===== src/sv/tlm_pkg.sv =====
// ----------------------------------------------------------------------------
// tlm_pkg
// Shared types and defaults for the tick lateness monitor: request kinds,
// the packed input beat and the packed result beat.
// ----------------------------------------------------------------------------
`default_nettype none

package tlm_pkg;

	// default sizing
	localparam int BUCKETS_DEF   = 32;
	localparam int TIME_BITS_DEF = 32;

	// request kinds carried on the input tuser
	typedef enum logic {
		REQ_TICK = 1'b0,
		REQ_READ = 1'b1
	} req_kind_t;

	// input beat payload, lowest field last
	typedef struct packed {
		logic [2:0]  pad;
		logic [4:0]  read_bucket;
		logic [31:0] now_ms;
		logic [31:0] tick_period_ms;
	} in_data_t;

	// result beat payload, lowest field last
	typedef struct packed {
		logic [1:0]  pad;
		logic [31:0] bucket_value;
		logic [31:0] late_decay_ms;
		logic [31:0] late_max_ms;
		logic [31:0] late_total_ms;
		logic [31:0] late_total_count;
		logic [31:0] tick_total;
		logic [4:0]  bucket_hit;
		logic [31:0] late_by_ms;
		logic        was_late;
		logic [31:0] delay_ms;
	} result_t;

	localparam int IN_DATA_BITS  = $bits(in_data_t);
	localparam int OUT_DATA_BITS = $bits(result_t);

endpackage

`default_nettype wire


===== src/sv/tlm_core.sv =====
// ----------------------------------------------------------------------------
// tlm_core
// Scheduler state, lateness statistics and histogram. Works out the result
// for one request combinationally and commits the new state on commit.
// ----------------------------------------------------------------------------
`default_nettype none

module tlm_core #(
	parameter int BUCKETS   = tlm_pkg::BUCKETS_DEF,
	parameter int TIME_BITS = tlm_pkg::TIME_BITS_DEF
) (
	input  wire logic               clk,
	input  wire logic               arst_n,
	input  wire logic               commit,
	input  wire tlm_pkg::req_kind_t req_type,
	input  wire tlm_pkg::in_data_t  req_data,
	output tlm_pkg::result_t        result
);

	localparam int IDXW = (BUCKETS > 1) ? $clog2(BUCKETS) : 1;
	localparam logic [6:0] LAST_BUCKET = 7'(BUCKETS - 1);
	localparam logic [6:0] BUCKET_COUNT = 7'(BUCKETS);

	// state
	logic [TIME_BITS-1:0] sched_q;
	logic [31:0]          ticks_q;
	logic [31:0]          lates_q;
	logic [31:0]          sum_q;
	logic [31:0]          peak_q;
	logic [31:0]          avg_q;
	logic [31:0]          hist_q [BUCKETS];

	// next-state values
	logic [TIME_BITS-1:0] sched_d;
	logic [31:0]          ticks_d;
	logic [31:0]          lates_d;
	logic [31:0]          sum_d;
	logic [31:0]          peak_d;
	logic [31:0]          avg_d;
	logic                 hist_we;
	logic [IDXW-1:0]      hist_idx;
	logic [31:0]          hist_inc;

	// highest set bit, zero for values below two
	function automatic logic [6:0] floor_log2(input logic [TIME_BITS-1:0] v);
		logic [6:0] n;
		n = '0;
		for (int i = 1; i < TIME_BITS; i++) begin
			if (v[i]) n = 7'(i);
		end
		return n;
	endfunction

	// one request through the scheduler and statistics
	always_comb begin
		logic signed [TIME_BITS-1:0] per_ext;
		logic [TIME_BITS-1:0] now_ext;
		logic [TIME_BITS-1:0] base;
		logic [TIME_BITS-1:0] next_sched;
		logic [TIME_BITS-1:0] dur;
		logic [31:0]          dur32;
		logic [6:0]           lg;
		logic [6:0]           bkt;
		logic [6:0]           rb_ext;
		logic                 late;

		per_ext    = TIME_BITS'($signed(req_data.tick_period_ms));
		now_ext    = TIME_BITS'(req_data.now_ms);
		base       = (sched_q == '0) ? now_ext : sched_q;
		next_sched = base + per_ext;
		late       = next_sched < now_ext;
		dur        = now_ext - next_sched;
		dur32      = 32'(dur);
		lg         = floor_log2(dur);
		bkt        = (lg > LAST_BUCKET) ? LAST_BUCKET : lg;
		rb_ext     = {2'b00, req_data.read_bucket};

		sched_d  = sched_q;
		ticks_d  = ticks_q;
		lates_d  = lates_q;
		sum_d    = sum_q;
		peak_d   = peak_q;
		avg_d    = avg_q;
		hist_we  = 1'b0;
		hist_idx = rb_ext[IDXW-1:0];
		hist_inc = '0;

		result                  = '0;

		if (req_type == tlm_pkg::REQ_TICK) begin
			ticks_d = ticks_q + 32'd1;
			avg_d   = avg_q >> 1;
			sched_d = next_sched;
			if (late) begin
				hist_idx = bkt[IDXW-1:0];
				hist_inc = hist_q[hist_idx] + 32'd1;
				hist_we  = 1'b1;
				lates_d  = lates_q + 32'd1;
				sum_d    = sum_q + dur32;
				avg_d    = (avg_q >> 1) + dur32;
				peak_d   = (dur32 > peak_q) ? dur32 : peak_q;
				sched_d  = now_ext;
				result.was_late     = 1'b1;
				result.late_by_ms   = dur32;
				result.bucket_hit   = bkt[4:0];
				result.bucket_value = hist_inc;
			end
			result.delay_ms = 32'(sched_d - now_ext);
		end else begin
			if (rb_ext < BUCKET_COUNT) result.bucket_value = hist_q[hist_idx];
		end

		result.tick_total       = ticks_d;
		result.late_total_count = lates_d;
		result.late_total_ms    = sum_d;
		result.late_max_ms      = peak_d;
		result.late_decay_ms    = avg_d;
	end

	// scalar state
	always_ff @(posedge clk or negedge arst_n) begin
		if (!arst_n) begin
			sched_q <= '0;
			ticks_q <= '0;
			lates_q <= '0;
			sum_q   <= '0;
			peak_q  <= '0;
			avg_q   <= '0;
		end else if (commit) begin
			sched_q <= sched_d;
			ticks_q <= ticks_d;
			lates_q <= lates_d;
			sum_q   <= sum_d;
			peak_q  <= peak_d;
			avg_q   <= avg_d;
		end
	end

	// histogram bins, cleared at reset
	always_ff @(posedge clk or negedge arst_n) begin
		if (!arst_n) begin
			for (int i = 0; i < BUCKETS; i++) hist_q[i] <= '0;
		end else if (commit && hist_we) begin
			hist_q[hist_idx] <= hist_inc;
		end
	end

endmodule

`default_nettype wire


===== src/sv/tick_lateness_monitor_unit.sv =====
// ----------------------------------------------------------------------------
// tick_lateness_monitor_unit
// Stream wrapper around the tick lateness monitor: input register, single
// pass evaluation and an output register.
// ----------------------------------------------------------------------------
// Each request beat (tick or histogram read) yields exactly one result beat.
// The unit takes one request per clock cycle with no gaps while the master
// side is ready. A request sits in the input register while the scheduler
// state, statistics and histogram bin are evaluated. The state is updated and
// the result loaded into the output register when the request advances, which
// waits while an earlier result is stalled on m_tready; m_tvalid rises once
// the result is in the output register. While a finished result waits on
// m_tready, one more request can enter the input register; s_tready then
// stays low until the master side takes the waiting beat. No beat is lost
// while stalled. All statistics and the histogram clear at reset.
`default_nettype none

module tick_lateness_monitor_unit #(
	parameter int BUCKETS   = tlm_pkg::BUCKETS_DEF,
	parameter int TIME_BITS = tlm_pkg::TIME_BITS_DEF
) (
	input  wire logic                               clk,
	input  wire logic                               arst_n,
	input  wire logic                               s_tvalid,
	output logic                                    s_tready,
	// tick_period_ms[31:0], now_ms[63:32], read_bucket[68:64], zero pad
	input  wire logic [tlm_pkg::IN_DATA_BITS-1:0]   s_tdata,
	// req_type
	input  wire logic                               s_tuser,
	output logic                                    m_tvalid,
	input  wire logic                               m_tready,
	// delay_ms[31:0], was_late[32], late_by_ms[64:33], bucket_hit[69:65],
	// tick_total[101:70], late_total_count[133:102], late_total_ms[165:134],
	// late_max_ms[197:166], late_decay_ms[229:198], bucket_value[261:230], pad
	output logic [tlm_pkg::OUT_DATA_BITS-1:0]       m_tdata
);

	logic               valid_s1;
	tlm_pkg::in_data_t  data_s1;
	tlm_pkg::req_kind_t kind_s1;
	logic               out_valid_q;
	tlm_pkg::result_t   out_q;
	tlm_pkg::result_t   result;
	logic               advance;

	// move the held request into the output register
	assign advance  = valid_s1 && (!out_valid_q || m_tready);
	assign s_tready = !valid_s1 || advance;

	// input register
	always_ff @(posedge clk or negedge arst_n) begin
		if (!arst_n) begin
			valid_s1 <= 1'b0;
		end else if (s_tready) begin
			valid_s1 <= s_tvalid;
		end
	end

	always_ff @(posedge clk) begin
		if (s_tready && s_tvalid) begin
			data_s1 <= tlm_pkg::in_data_t'(s_tdata);
			kind_s1 <= tlm_pkg::req_kind_t'(s_tuser);
		end
	end

	// evaluation and state
	tlm_core #(
		.BUCKETS   (BUCKETS),
		.TIME_BITS (TIME_BITS)
	) u_core (
		.clk      (clk),
		.arst_n   (arst_n),
		.commit   (advance),
		.req_type (kind_s1),
		.req_data (data_s1),
		.result   (result)
	);

	// output register
	always_ff @(posedge clk or negedge arst_n) begin
		if (!arst_n) begin
			out_valid_q <= 1'b0;
		end else if (advance) begin
			out_valid_q <= 1'b1;
		end else if (m_tready) begin
			out_valid_q <= 1'b0;
		end
	end

	always_ff @(posedge clk) begin
		if (advance) out_q <= result;
	end

	assign m_tvalid = out_valid_q;
	assign m_tdata  = out_q;

endmodule

`default_nettype wire

===== config.mk =====
export PLATFORM = sky130hd
export DESIGN_NAME = tick_lateness_monitor_unit
export DESIGN_NICKNAME = d
export VERILOG_FILES = /design/src/sv/tlm_pkg.sv /design/src/sv/tlm_core.sv /design/src/sv/tick_lateness_monitor_unit.sv
export SDC_FILE = /design/constraint.sdc
export NUM_CORES = 2
export LEC_CHECK = 0
export ABC_AREA = 0
export BUFFER_PORTS_ARGS = -buffer_cell sky130_fd_sc_hd__buf_2
export CAP_MARGIN = 30
export CORE_MARGIN = 5
export CORE_UTILIZATION = 65
export CTS_CLUSTER_DIAMETER = 60
export CTS_CLUSTER_SIZE = 30
export DETAILED_ROUTE_END_ITERATION = 10
export PLACE_DENSITY = 0.8
export SLEW_MARGIN = 25
export SYNTH_ARGS = -nofsm -noshare
export SYNTH_HDL_FRONTEND = slang
export SYNTH_SLANG_ARGS = --single-unit

===== constraint.sdc =====
create_clock -name clk -period 24.2 [get_ports clk]
set_input_delay 2.42 -clock clk [delete_from_list [all_inputs] [get_ports clk]]
set_output_delay 2.42 -clock clk [all_outputs]
set_load 0.01 [all_outputs]

==> metrics.md <==
| Metric | Value |
|---|---|
| Status | finished, final reports clean |
| Share of layout cells above drive strength 1 | 16.7% |
| Max-slew headroom | 21.9% |
| Syn Std Cell Area | 85,600 um^2 |
| Post_cts resized | 0 |
| Die area | 139,000 um^2 |
| Cell count after synthesis | 8,539 |
| Critical Path End Type | register |
| Die width | 373 um |
| RePlAce Congestion | 0.961 |
| Syn-to-layout area delta | 9.24% |
| Largest stage delay, worst path | 820 ps |
| Yosys cell types | 110 |
| Final hold vios | 0 |
| Min-delay worst type | reg -> reg |
| Largest net degree at the start of global routing | 185 |
| Dpl cells | 10,100 |
| Yosys reg bits | 1,550 |
| Clk buf depth | 3 |
| Primary FF master, synth | dfrtp_1 |
| Starting density of the core | 65.3% |
| First-pass GRT wire length | 429 mm |
| Final setup viols | 0 |
| Core area | 131,000 um^2 |
| Finished Layout Cells | 10,400 |
| Maximum fanout along the worst path | 129 |
| Slew Limit Fails | 0 |
| 1st-pass router iterations | 7 |
| Footprint of the multi-input gates | 42,200 um^2 |
| Worst-skew pair later-pin latency | 810 ps |
| Reg area | 40,400 um^2 |
| Slowest cell on the critical path | buf_4 |
| WL/cell | 27.5 um |
| Leading area contributor after synthesis | dfrtp_1 |
| # IOs | 343 |
| Max-cap violations | 0 |
| Synth top area cells | dfrtp_1 36%, edfxtp_1 12%, mux4_2 9.1% |
| CP required | 24,600 ps |
| CTS tree | done |
| Mean number of vias per cell | 7.03 |
| H-tree depth | 3 |
| Yosys top cell area share | 35.6% |
| Root Buffer | clkbuf_16 |
| Sum Neg Setup Slack | 0 ps |
| EDFF count, synth | 332 |
| Hold-fix buffers, CTS | 0 |
| Kind of critical path | reg -> reg |
| Peak Freq | 62.3 MHz |
| Worst EP arrival | 16,440 ps |
| Die span in y | 373 um |
| Unrepaired setup endpoints after global routing | false |
| Total Nets Final | 8,778 |
| GRT Util Overall | 40.1% |
| Design Area, Final | 93,500 um^2 |
| Clock skew | 55.9 ps |
| Grt total ovfl | 0 |
| FP Rows | 133 |
| Num Clock Sinks | 1,550 |
| Synthesis Warnings | 0 |
| HPWL after detailed placement | 172 mm |
| Fillers | 9,209 |
| Fin Hold WS | 497 ps |
| Post-CTS setup buffers | 0 |
| CTS Buf Count | 121 |
| Vias | 73,100 |
| PortBufs | 337 |
| Fin crit period | 16,040 ps |
| ANT nets after route | 0 |
| Critical Path Source Type | register |
| Sequential share of the synthesized area | 47.2% |
| Residual DRC | 0 |
| Initial antenna violation count | 17 |
| Iter 0 DRT Violations | 11,800 |
| Worst slew pin tran | 1170 ps |
| Clk pin slew, worst setup/hold paths | 80 ps |
| Number of global-route vias before repair | 70,500 |
| Period utilisation layout | 66.3% |
| Mapped Avg Cell Area | 10.0 um^2 |
| Final wirelength | 286 mm |
| Dpl cell area | 88,700 um^2 |
| Async SR Flop Fraction | 78.6% |
==> sequential cells by signal (all words and copies together) (netlist names) <==
| signal | flops |
|---|---|
| u_core.peak_q | 32 |
| kind_s1 | 1 |
| u_core.ticks_q | 32 |
| m_tvalid | 1 |
| valid_s1 | 1 |
| u_core.lates_q | 32 |
| u_core.sum_q | 32 |
| u_core.hist_q | 1024 |
| u_core.avg_q | 32 |
| data_s1 | 69 |
| m_tdata | 262 |
| u_core.sched_q | 32 |
==> layout by cell type (no fill, tap or decap), drive strengths merged, types with 78 or more instances in the layout <==
cell,instances
mux2,160
nor2,414
a31oi,78
dfrtp,1218
xor2,120
o21ai,1075
a21oi,185
ha,175
inv,205
nor3,190
and3,142
buf,541
edfxtp,332
clkbuf,131
a211oi,103
a221o,103
nand2,1752
xnor2,174
mux2i,166
nand3,226
mux4,345
a21o,97
==> cell type report <==
type,instances,area share (%)
Clock buffer,131,3.38
Clock inverter,101,1.43
Inverter,155,0.633
Tap cell,1755,2.35
Antenna cell,7,0.0187
Sequential cell,1550,43.2
Multi-Input combinational cell,6152,45.1
Timing Repair Buffer,541,3.86
==> critical path, delay by kind of cell, from the launching register on <==
family | cells | cell delay, ps
simple gates | 12 | 4540
xor+xnor | 1 | 210
fa+ha+maj | 2 | 620
flops | 1 | 410
buf+inv | 8 | 3670
compound gates | 21 | 6030
==> cells in the mapped netlist (all sizes together), types with 12 or more instances <==
cell	instances
a21o	97
a22oi	18
nand4	50
nand2	1752
o21a	25
a221o	103
o31ai	19
a32oi	33
a31oi	78
a211oi	103
nand3	226
o21bai	18
a21boi	23
nor2b	20
o21ai	1075
xor2	120
mux2	160
a221oi	17
o22ai	31
o211ai	24
clkbuf	470
nand2b	23
and3	142
a311oi	13
and2	32
mux4	345
or3	32
buf	213
a21oi	185
dfrtp	1218
xnor2	174
nor4	39
a211o	18
nor2	414
o221ai	12
a2111oi	36
ha	175
or2	23
edfxtp	332
nor3	190
mux2i	166
inv	154
==> metal layers <==
layer,routed length [um],vias to the layer above,track usage [%]
met1,97500,35100,50.1
met2,125000,5667,59.5
li1,-,30800,-
met4,24300,14,28.1
met5,170,-,0
met3,39400,1498,13.0
==> path summary, 6_finish.rpt <==
| path | to | start | slack, ps | depth (start not counted) |
|---|---|---|---|---|
| setup / recovery | m_tdata[260] | u_core.sched_q[1] | 8160 | 44 |
| hold / removal | u_core.lates_q[31] | u_core.lates_q[31] | 500 | 1 |
| setup reg to reg | m_tdata[260] | u_core.sched_q[1] | 8160 | 44 |
| hold reg to reg | u_core.lates_q[31] | u_core.lates_q[31] | 500 | 1 |
| max in group asynchronous | u_core.hist_q[123] | arst_n | 19830 | 6 |
| min in group asynchronous | u_core.sched_q[10] | arst_n | 1620 | 1 |
==> cells by family (layout without fill, tap and decap cells) <==
| group | Yosys count | count (layout) | share of synthesized area [%] |
|---|---|---|---|
| AOI/OAI and AO/OA | 2020 | 2020 | 14.7 |
| buffers and inverters | 838 | 928 | 4.12 |
| xor gates and xnor gates | 294 | 294 | 3.03 |
| and+or+nand+nor | 2979 | 2979 | 15.1 |
| adders and majority gates | 186 | 186 | 2.74 |
| muxes | 671 | 671 | 13.1 |
| other | 1 | 9 | 0.00438 |
| DFF | 1550 | 1550 | 47.2 |
==> per-stage QoR <==
stage	utilization, %	setup slack [ps]
4_1_cts	71.0	8650
5_1_grt	71.3	7640
2_1_floorplan	-	12740
3_5_place_dp	67.6	8710
3_3_place_gp	67.5	8840
6_report	71.3	8160
Power is left out: the tool's default activity adds up to more than one toggle a clock period on the data nets, which glitch-free logic cannot reach.
